**src/design/assert_macros.svh**
```systemverilog
// Assertion helpers shared by the record filter modules.
// Needs clk and rst to be present in the scope where a macro is used.
`ifndef ASSERT_MACROS_SVH
`define ASSERT_MACROS_SVH

// Checked on every rising edge outside reset.
`define PRLF_ASSERT(label, prop, msg) \
  label: assert property (@(posedge clk) disable iff (rst) prop) else $error(msg);

// Checked on every rising edge, reset included.
`define PRLF_ASSERT_ALWAYS(label, prop, msg) \
  label: assert property (@(posedge clk) prop) else $error(msg);

`endif

```
**src/design/prlf_pkg.sv**
```systemverilog
// Types, constants and the global header table of the pcap record filter.
// No dependencies; used by every module of the block.
`default_nettype none
package prlf_pkg;

  localparam int GLOBAL_LEN = 24;
  localparam int RECHDR_LEN = 16;
  localparam int POS_W      = 5;
  localparam int HDR_IDX_W  = 4;
  localparam int HDR_ADDR_W = 5;
  localparam int KEEP_W     = 19;

  localparam logic [31:0]     USEC_LIMIT = 32'd1000000;
  localparam logic [KEEP_W-1:0] KEEP_RESET = 19'd1000;
  localparam logic [POS_W-1:0]  GLOBAL_LAST = 5'd23;
  localparam logic [HDR_IDX_W-1:0] RECHDR_LAST = 4'd15;

  typedef struct packed {
    logic [7:0] in_byte;
    logic       first_byte;
  } item_t;

  typedef struct packed {
    logic [7:0] out_byte;
    logic       format_error;
    logic       run_last;
  } result_t;

  typedef enum logic [2:0] {
    PH_GLOBAL  = 3'b001,
    PH_RECHDR  = 3'b010,
    PH_PAYLOAD = 3'b100
  } phase_t;

  typedef enum logic [1:0] {
    CMD_BYTE   = 2'd0,
    CMD_ERROR  = 2'd1,
    CMD_REPLAY = 2'd2
  } cmd_kind_t;

  typedef struct packed {
    cmd_kind_t  kind;
    logic [7:0] data;
    logic       bank;
  } cmd_t;

  typedef struct packed {
    logic                  en;
    logic [HDR_ADDR_W-1:0] addr;
    logic [7:0]            data;
  } hdr_wr_t;

  typedef struct packed {
    logic valid;
    logic bank;
  } bank_rel_t;

  // Expected bytes of the big-endian global header.
  function automatic logic [7:0] expected_global(input logic [POS_W-1:0] pos);
    logic [7:0] v;
    case (pos)
      5'd0:    v = 8'hA1;
      5'd1:    v = 8'hB2;
      5'd2:    v = 8'hC3;
      5'd3:    v = 8'hD4;
      5'd5:    v = 8'h02;
      5'd7:    v = 8'h04;
      5'd17:   v = 8'h04;
      5'd23:   v = 8'h01;
      default: v = 8'h00;
    endcase
    return v;
  endfunction

endpackage
`default_nettype wire

```
**src/design/pcap_record_length_filter.sv**
```systemverilog
// pcap_record_length_filter: byte-serial filter for big-endian pcap files.
// An accepted byte's result passes through the command queue and then the result register.
// Throughput: one byte per cycle in while full is low; a kept record header leaves as a burst of
// sixteen results at one per cycle while the receiver pops, from the header store's single read port.
// Reset (rst, synchronous): parser, queue and result valid flag clear, limit 1000;
// the header store keeps its contents and needs no clearing pass.
`default_nettype none
module pcap_record_length_filter #(
  parameter int CMD_DEPTH = 4
) (
  input  wire logic                        clk,
  input  wire logic                        rst,
  // byte input, queue style
  input  wire logic                        push,
  input  wire prlf_pkg::item_t             item,
  output logic                             full,
  // filtered output, queue style
  output logic                             empty,
  input  wire logic                        pop,
  output prlf_pkg::result_t                result,
  // length limit register
  input  wire logic                        cfg_valid,
  output logic                             cfg_ready,
  input  wire logic [prlf_pkg::KEEP_W-1:0] cfg_data
);

  // Command path from the front to the back.
  logic                cmd_wr;
  prlf_pkg::cmd_t      cmd;
  logic                cmd_full;
  logic                cmd_rd;
  prlf_pkg::cmd_t      cmd_head;
  logic                cmd_empty;
  // Header store write port and bank hand-back.
  prlf_pkg::hdr_wr_t   hdr_wr;
  prlf_pkg::bank_rel_t bank_rel;

  // The limit register is always writable; it lives in the front.
  assign cfg_ready = 1'b1;

  // Front: check the global header, gather each record header into one of
  // two store banks, decide keep or drop, and queue one command per byte
  // that gives results. Hold input while the queue is full or the bank to
  // be written is still being replayed.
  prlf_front u_front (
    .clk      (clk),
    .rst      (rst),
    .push     (push),
    .item     (item),
    .full     (full),
    .cfg_wr   (cfg_valid && cfg_ready),
    .cfg_data (cfg_data),
    .cmd_full (cmd_full),
    .cmd_wr   (cmd_wr),
    .cmd      (cmd),
    .hdr_wr   (hdr_wr),
    .bank_rel (bank_rel)
  );

  // Queue: decouple parsing from header replay bursts.
  prlf_cmd_fifo #(
    .DEPTH (CMD_DEPTH)
  ) u_cmd_fifo (
    .clk        (clk),
    .rst        (rst),
    .wr_en      (cmd_wr),
    .wr_cmd     (cmd),
    .fifo_full  (cmd_full),
    .rd_en      (cmd_rd),
    .head       (cmd_head),
    .fifo_empty (cmd_empty)
  );

  // Back: advance one result per cycle into the result register while it is empty or
  // being popped; replay a kept header byte by byte and release its bank after the sixteenth.
  prlf_back u_back (
    .clk       (clk),
    .rst       (rst),
    .hdr_wr    (hdr_wr),
    .head      (cmd_head),
    .cmd_empty (cmd_empty),
    .cmd_rd    (cmd_rd),
    .bank_rel  (bank_rel),
    .result    (result),
    .empty     (empty),
    .pop       (pop)
  );

endmodule
`default_nettype wire

```
**src/design/prlf_cmd_fifo.sv**
```systemverilog
// Short command queue between the parser front and the emitter back.
// Depends on prlf_pkg for the command type.
`default_nettype none
`include "assert_macros.svh"
module prlf_cmd_fifo #(
  parameter int DEPTH = 4
) (
  input  wire logic           clk,
  input  wire logic           rst,
  input  wire logic           wr_en,
  input  wire prlf_pkg::cmd_t wr_cmd,
  output logic                fifo_full,
  input  wire logic           rd_en,
  output prlf_pkg::cmd_t      head,
  output logic                fifo_empty
);

  localparam int PTR_W = (DEPTH > 1) ? $clog2(DEPTH) : 1;
  localparam int CNT_W = $clog2(DEPTH + 1);
  localparam logic [PTR_W-1:0] PTR_LAST = PTR_W'(DEPTH - 1);
  localparam logic [CNT_W-1:0] CNT_FULL = CNT_W'(DEPTH);

  prlf_pkg::cmd_t    slots [DEPTH];
  logic [PTR_W-1:0]  wr_ptr;
  logic [PTR_W-1:0]  rd_ptr;
  logic [CNT_W-1:0]  count;

  assign fifo_full  = (count == CNT_FULL);
  assign fifo_empty = (count == '0);
  assign head       = slots[rd_ptr];

  always_ff @(posedge clk) begin
    if (wr_en) begin
      slots[wr_ptr] <= wr_cmd;
    end
  end

  always_ff @(posedge clk) begin
    if (rst) begin
      wr_ptr <= '0;
      rd_ptr <= '0;
      count  <= '0;
    end else begin
      if (wr_en) begin
        wr_ptr <= (wr_ptr == PTR_LAST) ? '0 : wr_ptr + 1'b1;
      end
      if (rd_en) begin
        rd_ptr <= (rd_ptr == PTR_LAST) ? '0 : rd_ptr + 1'b1;
      end
      case ({wr_en, rd_en})
        2'b10:   count <= count + 1'b1;
        2'b01:   count <= count - 1'b1;
        default: count <= count;
      endcase
    end
  end

  `PRLF_ASSERT(a_no_overflow, wr_en |-> (!fifo_full || rd_en), "command queue overflow")
  `PRLF_ASSERT(a_count_bound, count <= CNT_FULL, "command count beyond depth")

endmodule
`default_nettype wire

```
**src/design/prlf_front.sv**
```systemverilog
// Parser front: checks headers, collects record lengths, queues commands.
// Depends on prlf_pkg; writes the header store that sits in prlf_back.
`default_nettype none
`include "assert_macros.svh"
module prlf_front (
  input  wire logic                            clk,
  input  wire logic                            rst,
  input  wire logic                            push,
  input  wire prlf_pkg::item_t                 item,
  output logic                                 full,
  input  wire logic                            cfg_wr,
  input  wire logic [prlf_pkg::KEEP_W-1:0]     cfg_data,
  input  wire logic                            cmd_full,
  output logic                                 cmd_wr,
  output prlf_pkg::cmd_t                       cmd,
  output prlf_pkg::hdr_wr_t                    hdr_wr,
  input  wire prlf_pkg::bank_rel_t             bank_rel
);

  logic [prlf_pkg::KEEP_W-1:0] max_keep_length;
  prlf_pkg::phase_t            phase, phase_next;
  logic [prlf_pkg::POS_W-1:0]  byte_position, byte_position_next;
  logic                        global_mismatch, global_mismatch_next;
  logic                        halted, halted_next;
  logic                        keep_record, keep_record_next;
  logic [31:0]                 payload_remaining, payload_remaining_next;
  logic [31:0]                 usec_acc, usec_acc_next;
  logic [31:0]                 incl_acc, incl_acc_next;
  logic [23:0]                 orig_acc, orig_acc_next;
  logic                        wbank, wbank_next;
  logic [1:0]                  bank_busy, bank_busy_next;

  logic                        accept;
  prlf_pkg::phase_t            eff_phase;
  logic [prlf_pkg::POS_W-1:0]  eff_pos;
  logic                        eff_mismatch;
  logic                        eff_halted;
  logic                        mm;
  logic [31:0]                 orig_word;
  logic [prlf_pkg::HDR_IDX_W-1:0] hidx;

  assign full   = cmd_full || bank_busy[wbank];
  assign accept = push && !full;

  always_comb begin
    eff_phase    = item.first_byte ? prlf_pkg::PH_GLOBAL : phase;
    eff_pos      = item.first_byte ? '0 : byte_position;
    eff_mismatch = item.first_byte ? 1'b0 : global_mismatch;
    eff_halted   = item.first_byte ? 1'b0 : halted;
    hidx         = eff_pos[prlf_pkg::HDR_IDX_W-1:0];
    orig_word    = {orig_acc, item.in_byte};
    mm           = eff_mismatch || (item.in_byte != prlf_pkg::expected_global(eff_pos));

    phase_next             = phase;
    byte_position_next     = byte_position;
    global_mismatch_next   = global_mismatch;
    halted_next            = halted;
    keep_record_next       = keep_record;
    payload_remaining_next = payload_remaining;
    usec_acc_next          = usec_acc;
    incl_acc_next          = incl_acc;
    orig_acc_next          = orig_acc;
    wbank_next             = wbank;
    bank_busy_next         = bank_busy;
    cmd_wr                 = 1'b0;
    cmd.kind               = prlf_pkg::CMD_BYTE;
    cmd.data               = item.in_byte;
    cmd.bank               = wbank;
    hdr_wr.en              = 1'b0;
    hdr_wr.addr            = {wbank, hidx};
    hdr_wr.data            = item.in_byte;

    if (bank_rel.valid) begin
      bank_busy_next[bank_rel.bank] = 1'b0;
    end

    if (accept) begin
      phase_next           = eff_phase;
      byte_position_next   = eff_pos;
      global_mismatch_next = eff_mismatch;
      halted_next          = eff_halted;
      if (!eff_halted) begin
        case (eff_phase)
          prlf_pkg::PH_GLOBAL: begin
            cmd_wr = 1'b1;
            global_mismatch_next = mm;
            if (eff_pos >= prlf_pkg::GLOBAL_LAST) begin
              if (mm) begin
                cmd.kind    = prlf_pkg::CMD_ERROR;
                halted_next = 1'b1;
              end else begin
                phase_next         = prlf_pkg::PH_RECHDR;
                byte_position_next = '0;
              end
            end else begin
              byte_position_next = eff_pos + 1'b1;
            end
          end
          prlf_pkg::PH_RECHDR: begin
            hdr_wr.en = 1'b1;
            if (hidx >= 4'd4 && hidx <= 4'd7) begin
              usec_acc_next = {usec_acc[23:0], item.in_byte};
            end
            if (hidx >= 4'd8 && hidx <= 4'd11) begin
              incl_acc_next = {incl_acc[23:0], item.in_byte};
            end
            if (hidx >= 4'd12 && hidx <= 4'd14) begin
              orig_acc_next = {orig_acc[15:0], item.in_byte};
            end
            if (hidx != prlf_pkg::RECHDR_LAST) begin
              byte_position_next = {1'b0, hidx + 1'b1};
            end else begin
              byte_position_next = '0;
              if (usec_acc >= prlf_pkg::USEC_LIMIT || incl_acc != orig_word) begin
                cmd_wr      = 1'b1;
                cmd.kind    = prlf_pkg::CMD_ERROR;
                halted_next = 1'b1;
              end else begin
                keep_record_next       = (orig_word <= {13'd0, max_keep_length});
                payload_remaining_next = orig_word;
                phase_next = (orig_word == '0) ? prlf_pkg::PH_RECHDR : prlf_pkg::PH_PAYLOAD;
                if (orig_word <= {13'd0, max_keep_length}) begin
                  // Hand the completed bank to the back and switch to the other one.
                  cmd_wr                = 1'b1;
                  cmd.kind              = prlf_pkg::CMD_REPLAY;
                  bank_busy_next[wbank] = 1'b1;
                  wbank_next            = !wbank;
                end
              end
            end
          end
          prlf_pkg::PH_PAYLOAD: begin
            cmd_wr = keep_record;
            payload_remaining_next = payload_remaining - 1'b1;
            if (payload_remaining <= 32'd1) begin
              payload_remaining_next = '0;
              phase_next             = prlf_pkg::PH_RECHDR;
              byte_position_next     = '0;
            end
          end
          default: begin
            phase_next = prlf_pkg::PH_GLOBAL;
          end
        endcase
      end
    end
  end

  always_ff @(posedge clk) begin
    if (rst) begin
      max_keep_length   <= prlf_pkg::KEEP_RESET;
      phase             <= prlf_pkg::PH_GLOBAL;
      byte_position     <= '0;
      global_mismatch   <= 1'b0;
      halted            <= 1'b0;
      keep_record       <= 1'b0;
      payload_remaining <= '0;
      wbank             <= 1'b0;
      bank_busy         <= '0;
    end else begin
      if (cfg_wr) begin
        max_keep_length <= cfg_data;
      end
      phase             <= phase_next;
      byte_position     <= byte_position_next;
      global_mismatch   <= global_mismatch_next;
      halted            <= halted_next;
      keep_record       <= keep_record_next;
      payload_remaining <= payload_remaining_next;
      wbank             <= wbank_next;
      bank_busy         <= bank_busy_next;
    end
  end

  always_ff @(posedge clk) begin
    usec_acc <= usec_acc_next;
    incl_acc <= incl_acc_next;
    orig_acc <= orig_acc_next;
  end

  `PRLF_ASSERT(a_wr_free_bank, hdr_wr.en |-> !bank_busy[hdr_wr.addr[prlf_pkg::HDR_ADDR_W-1]], "header write into a bank still being replayed")

endmodule
`default_nettype wire

```
**src/design/prlf_back.sv**
```systemverilog
// Emitter back: header store, replay sequencer and the result register.
// Depends on prlf_pkg; takes commands from prlf_cmd_fifo.
`default_nettype none
`include "assert_macros.svh"
module prlf_back (
  input  wire logic                 clk,
  input  wire logic                 rst,
  input  wire prlf_pkg::hdr_wr_t    hdr_wr,
  input  wire prlf_pkg::cmd_t       head,
  input  wire logic                 cmd_empty,
  output logic                      cmd_rd,
  output prlf_pkg::bank_rel_t       bank_rel,
  output prlf_pkg::result_t         result,
  output logic                      empty,
  input  wire logic                 pop
);

  logic [7:0]                      hdr_mem [2 * prlf_pkg::RECHDR_LEN];
  logic                            out_valid;
  logic                            busy;
  logic                            bank;
  logic [prlf_pkg::HDR_IDX_W-1:0]  idx;
  logic                            can_load;
  logic                            replay_step;
  logic [prlf_pkg::HDR_ADDR_W-1:0] rd_addr;

  assign empty       = !out_valid;
  assign can_load    = !out_valid || pop;
  assign replay_step = busy && can_load;
  assign cmd_rd      = !busy && !cmd_empty && can_load;
  assign rd_addr     = busy ? {bank, idx} : {head.bank, {prlf_pkg::HDR_IDX_W{1'b0}}};

  assign bank_rel.valid = replay_step && (idx == prlf_pkg::RECHDR_LAST);
  assign bank_rel.bank  = bank;

  always_ff @(posedge clk) begin
    if (hdr_wr.en) begin
      hdr_mem[hdr_wr.addr] <= hdr_wr.data;
    end
  end

  // Result payload; header bytes come straight out of the store.
  always_ff @(posedge clk) begin
    if (replay_step) begin
      result.out_byte     <= hdr_mem[rd_addr];
      result.format_error <= 1'b0;
      result.run_last     <= (idx == prlf_pkg::RECHDR_LAST);
    end else if (cmd_rd) begin
      case (head.kind)
        prlf_pkg::CMD_REPLAY: begin
          result.out_byte     <= hdr_mem[rd_addr];
          result.format_error <= 1'b0;
          result.run_last     <= 1'b0;
        end
        prlf_pkg::CMD_ERROR: begin
          result.out_byte     <= 8'h00;
          result.format_error <= 1'b1;
          result.run_last     <= 1'b1;
        end
        default: begin
          result.out_byte     <= head.data;
          result.format_error <= 1'b0;
          result.run_last     <= 1'b1;
        end
      endcase
    end
  end

  always_ff @(posedge clk) begin
    if (rst) begin
      out_valid <= 1'b0;
      busy      <= 1'b0;
      bank      <= 1'b0;
      idx       <= '0;
    end else begin
      if (replay_step) begin
        out_valid <= 1'b1;
        idx       <= idx + 1'b1;
        if (idx == prlf_pkg::RECHDR_LAST) begin
          busy <= 1'b0;
        end
      end else if (cmd_rd) begin
        out_valid <= 1'b1;
        if (head.kind == prlf_pkg::CMD_REPLAY) begin
          busy <= 1'b1;
          bank <= head.bank;
          idx  <= {{(prlf_pkg::HDR_IDX_W-1){1'b0}}, 1'b1};
        end
      end else if (pop) begin
        out_valid <= 1'b0;
      end
    end
  end

  `PRLF_ASSERT(a_rel_busy, bank_rel.valid |=> !busy || (bank != $past(bank)), "bank released while replay continues")

endmodule
`default_nettype wire

```
**config.mk**
```make
export PLATFORM = sky130hd
export DESIGN_NAME = pcap_record_length_filter
export DESIGN_NICKNAME = d
export VERILOG_FILES = /design/src/design/prlf_pkg.sv /design/src/design/pcap_record_length_filter.sv /design/src/design/prlf_cmd_fifo.sv /design/src/design/prlf_front.sv /design/src/design/prlf_back.sv
export VERILOG_INCLUDE_DIRS = /design/src /design/src/design
export SDC_FILE = /design/constraint.sdc
export NUM_CORES = 1
export LEC_CHECK = 0
export BUFFER_PORTS_ARGS = -buffer_cell sky130_fd_sc_hd__buf_2
export CELL_PAD_IN_SITES_DETAIL_PLACEMENT = 0
export CELL_PAD_IN_SITES_GLOBAL_PLACEMENT = 2
export CORE_MARGIN = 10
export CORE_UTILIZATION = 45
export CTS_BUF_LIST = sky130_fd_sc_hd__clkbuf_16
export DETAILED_ROUTE_END_ITERATION = 12
export PLACE_DENSITY = 0.89
export SYNTH_ARGS = -nofsm -noshare
export SYNTH_HDL_FRONTEND = slang
export SYNTH_SLANG_ARGS = --single-unit
```
**constraint.sdc**
```tcl
create_clock -name clk -period 12.15 [get_ports clk]
set_clock_uncertainty 0.15 [all_clocks]
set_input_delay 2.43 -clock clk [delete_from_list [all_inputs] [get_ports clk]]
set_output_delay 2.43 -clock clk [all_outputs]
set_load 0.01 [all_outputs]
```
==> results.txt <==
The number of setup violations in the final report is 0. The first global-routing pass estimated around 79,000 µm of wire. The wire length per cell came out at 23.26 µm. The number of hold violations in the final report came to 0.

The number of antenna diodes is 0. After detailed routing, the total wire length is just over 50,000 µm. The effective utilization at floorplan came out at 45.54%.

The number of max-slew violations in the final report came to 0. STA classifies the critical path endpoint as a flip-flop. The number of antenna violations at the first check in global routing is 0. Walking the worst path, the cells encountered are buf_2 > ha_1 > a21oi_1 > o21ai_0 > a221o_1 > a211o_1 > o2111ai_1 > and2_1 > inv_1 > ha_1 > inv_1 > fa_1 > xor2_1 > or3_1 > a21oi_1. Combinational logic burns between 10% and 20% of the power. The run finished with clean final reports. The layout cell share with drive strength beyond 1 came out at 16.80%. Of the total power, the share spent switching nets is between 20% and 30%. The library cell with the largest summed area after synthesis is sky130_fd_sc_hd__edfxtp_1. In this run the remaining antenna-violating nets after routing total 0.

The worst path required time came out at 12.50 ns. Among all flip-flop cells after synthesis, the most frequent one is sky130_fd_sc_hd__edfxtp_1. During synthesis, Yosys emitted a total of 0 warnings.

The number of vias in the routed layout is 13,070. The maximum clock frequency came out at 166.4 MHz. The number of detailed-route iterations in the first pass came out at 6. The most critical setup path has its endpoint at u_cmd_fifo.count[2]. The endpoint arrival time on the critical path is roughly 6.4 ns.

The share of the Yosys chip area taken by registers is 65.63%. The number of buffers on the longest clock path came out at 3. For this run, the slowest stage of the critical path takes ~0.75 ns.

The area after detailed placement came out at roughly 0.021 mm². For this run, the post-layout net count is ~1,600. The share of async-settable or async-resettable flops after synthesis is 0%. The cell area power density is approximately 170 mW/mm². TritonCTS built the clock tree. Clock tree synthesis found a total of around 480 sinks. The post-synthesis net count came out at 1,615. The startpoint identified for the worst register-to-register timing path is u_front.wbank. The minimum clock period is 6.010 ns. The number of port buffers is between 40 and 50. The tightest min-delay check is of the reg2reg type.

Once the clock tree was built, the resizer swapped 0 gates to a different size. The number of distinct standard cells referenced by the synthesized netlist came out at between 70 and 80. The clock-pin transition on the worst setup and hold timing paths is around 0.060 ns.

The number of maximum-capacitance constraint violations is 0. The worst setup path is launched from an input port. In this run the clock root is driven by a sky130_fd_sc_hd__clkbuf_16.

The hold slack came out at about 0.27 ns. The internal power contribution came out at approximately 2.9 mW. Setup slack on the worst reg-to-reg path comes out at around 8.0 ns. The clock latency on the worst-skew pair came out at slightly below 0.6 ns. The vias per cell is 5.904. The total core area is ~0.045 mm². The highest ir drop seen on vdd is 155.3 µV.

The synthesized area per cell is around 13 µm². sky130_fd_sc_hd__edfxtp_1 is the most common cell in the netlist. By startpoint and endpoint, the worst setup path is classified as in2reg. The initialized floorplan defines 78 standard-cell rows. The post-synthesis instance area came out at around 0.021 mm². The critical path's slowest cell is sky130_fd_sc_hd__buf_2.

The critical path contains buffers and inverters numbering 3 combined. The cell leakage power came out at between 7 and 8 nW. The total routing usage reported by global routing came out at approximately a fifth.

The worst register-to-register path has a depth of 5. The worst max-slew margin expressed relative to the limit came out at 23.76%. The portion of total power attributed to the clock network came out at 37.6%. In this run the power spent charging and discharging nets is just over 1 mW. The flip-flop and latch count after synthesis came out at ~480. In this run the biggest area consumer among cell types represents slightly below 60% of the synthesized area. Yosys attributes the largest share of cell area to sky130_fd_sc_hd__edfxtp_1 (58%), sky130_fd_sc_hd__dfxtp_1 (7.9%), sky130_fd_sc_hd__mux2_2 (5.3%). The relative area change from synthesis to final layout came out at 11.41%.

TritonCTS created just under 50 clock buffers. The maximum fanout along the worst path is 44. The die width is 234.3 µm.

Once detailed placement completed, the half-perimeter wirelength came to approximately 32,000 µm. Post-CTS timing repair inserted 0 buffers for setup. The total die area came out at roughly 0.055 mm². The vertical die dimension came out at around 230 µm. In this run, synthesis inferred between 300 and 400 flip-flops with an integrated enable.

The via count of the first global-routing pass came out at approximately 13,000. The number of remaining DRC errors came out at 0. The total overflow left after global routing is 0. The violation count after the first detailed-routing iteration is 1,277. In this run the critical register-to-register path is captured at u_back.hdr_mem[30][4].

The finished cells cover ~0.023 mm². The post-route setup TNS is 0 ns. Entering global routing, the biggest net connects 61 pins. The number of placed I/O pins came out at 46. Hold repair after CTS inserted 0 buffers. The most critical setup path has its startpoint at item[8]. The final-layout fill cell count is 3,841. The kind of cell with the highest combined delay along the critical path is compound AO/OA/AOI/OAI gates.

The share of total power dissipated in sequential elements is 48.3%. The total number of cells along the worst setup path came out at 15. Setup repair after global routing left no endpoint under its margin. After synthesis, the most frequently instantiated cells are sky130_fd_sc_hd__edfxtp_1 (397), sky130_fd_sc_hd__nand2_1 (116), sky130_fd_sc_hd__nor2_1 (109). The H-tree depth reported by CTS is 2. The transition time of the tightest slew-check pin is roughly 1.1 ns. The number of cells produced by synthesis is roughly 1,500. The routability-driven placement congestion ratio is between 0.8 and 0.9.

The post-route clock period utilization came out at 49.47%.
[kinds of logic after synthesis]
kind of cell,after synthesis,share of synthesized area [%]
DFF,479,65.63
and+or+nand+nor,416,9.942
AOI/OAI and AO/OA,317,10.67
buffers and inverters,132,2.567
muxes,124,7.266
adders and majority gates,38,2.337
xor gates and xnor gates,37,1.568
other,1,0.01815
[final cells by class]
class / instances / area, µm² / area share (%)
sequential: 479 / 13560 / 58.92
multi-input combinational: 933 / 6583 / 28.59
clock inverter: 41 / 324.1 / 1.408
inverter: 44 / 165.2 / 0.7174
clock buffer: 50 / 1251 / 5.434
timing repair buffer: 66 / 385.4 / 1.674
tap: 600 / 750.7 / 3.261
[per-layer routing]
metal	vias to the layer above	wire [µm]	global-route usage, %
li1	6009	-	-
met1	6524	21890	24.35
met2	429	24600	30.38
met3	104	3006	3.529
met4	0	1983	7.691
met5	-	0	0
[power by group through the flow]
| stage | Combinational, mW | Sequential [mW] | Clock (mW) |
|---|---|---|---|
| after detailed placement | 0.548 | 1.93 | 0 |
| final | 0.551 | 1.89 | 1.47 |
| after CTS | 0.552 | 1.89 | 1.50 |
| after floorplan | 0.390 | 1.90 | 0 |
| after global placement | 0.539 | 1.93 | 0 |
| after global routing | 0.597 | 1.90 | 1.57 |
[sequential cells by signal, summed over array words and instances, names as in the netlist, 2 cells and up, named ones only]
| register | count |
|---|---|
| u_cmd_fifo.count | 3 |
| u_front.orig_acc | 24 |
| u_back.idx | 4 |
| u_front.usec_acc | 32 |
| u_front.incl_acc | 32 |
| u_front.byte_position | 5 |
| u_cmd_fifo.wr_ptr | 2 |
| u_front.max_keep_length | 19 |
| u_back.hdr_mem | 256 |
| u_cmd_fifo.rd_ptr | 2 |
| u_front.phase | 3 |
| u_cmd_fifo.slots | 44 |
| u_front.payload_remaining | 32 |
| u_front.bank_busy | 2 |
| u_back.result | 10 |
[cell usage in the layout, fill, tap and decap left out, types with 9 or more instances in the layout]
cell type / Yosys / routed
sky130_fd_sc_hd__nand2b_1: 10 / 10
sky130_fd_sc_hd__nor3_1: 45 / 45
sky130_fd_sc_hd__mux2_2: 98 / 98
sky130_fd_sc_hd__o211ai_1: 10 / 10
sky130_fd_sc_hd__inv_1: 42 / 50
sky130_fd_sc_hd__nand2_1: 116 / 116
sky130_fd_sc_hd__xnor2_1: 34 / 34
sky130_fd_sc_hd__buf_2: 13 / 44
sky130_fd_sc_hd__dfxtp_1: 82 / 81
sky130_fd_sc_hd__ha_1: 37 / 37
sky130_fd_sc_hd__nor2_1: 109 / 109
sky130_fd_sc_hd__or3_1: 9 / 9
sky130_fd_sc_hd__a21oi_1: 72 / 72
sky130_fd_sc_hd__nand3_1: 28 / 28
sky130_fd_sc_hd__a21o_1: 35 / 35
sky130_fd_sc_hd__edfxtp_1: 397 / 397
sky130_fd_sc_hd__mux4_2: 11 / 11
sky130_fd_sc_hd__o21ai_0: 39 / 39
sky130_fd_sc_hd__clkbuf_16: 0 / 50
sky130_fd_sc_hd__o31ai_1: 11 / 11
sky130_fd_sc_hd__mux2i_1: 15 / 15
sky130_fd_sc_hd__a211oi_1: 9 / 9
sky130_fd_sc_hd__a222oi_1: 29 / 29
sky130_fd_sc_hd__nand4_1: 19 / 19
sky130_fd_sc_hd__and3_1: 12 / 12
sky130_fd_sc_hd__buf_4: 5 / 22
sky130_fd_sc_hd__o21ai_1: 25 / 24
sky130_fd_sc_hd__clkinv_1: 0 / 14
sky130_fd_sc_hd__a221oi_1: 37 / 37
sky130_fd_sc_hd__nor4_1: 24 / 24
[how the worst min path moves through the flow]
stage | depth (start not counted) | end | start
4_1_cts | 0 | u_front.usec_acc[9] | u_front.usec_acc[1]
2_1_floorplan | 0 | u_front.usec_acc[10] | u_front.usec_acc[2]
6_report | 0 | u_front.usec_acc[10] | u_front.usec_acc[2]
3_5_place_dp | 0 | u_front.usec_acc[9] | u_front.usec_acc[1]
3_3_place_gp | 0 | u_front.usec_acc[12] | u_front.usec_acc[4]
5_1_grt | 0 | u_front.usec_acc[9] | u_front.usec_acc[1]
[stage by stage]
step                      power (mW)  setup slack (ns)  std cells  util (%)
after floorplan                2.288             5.845       1544         -
after global placement         2.465             5.645       2122     47.26
after detailed placement       2.477             5.556       2122     47.26
after CTS                      3.942             6.161       2213     50.73
after global routing           4.065             5.900       2213     50.73
final                          3.916             6.140       2213     50.73
Power figures use the tool's default switching activity.
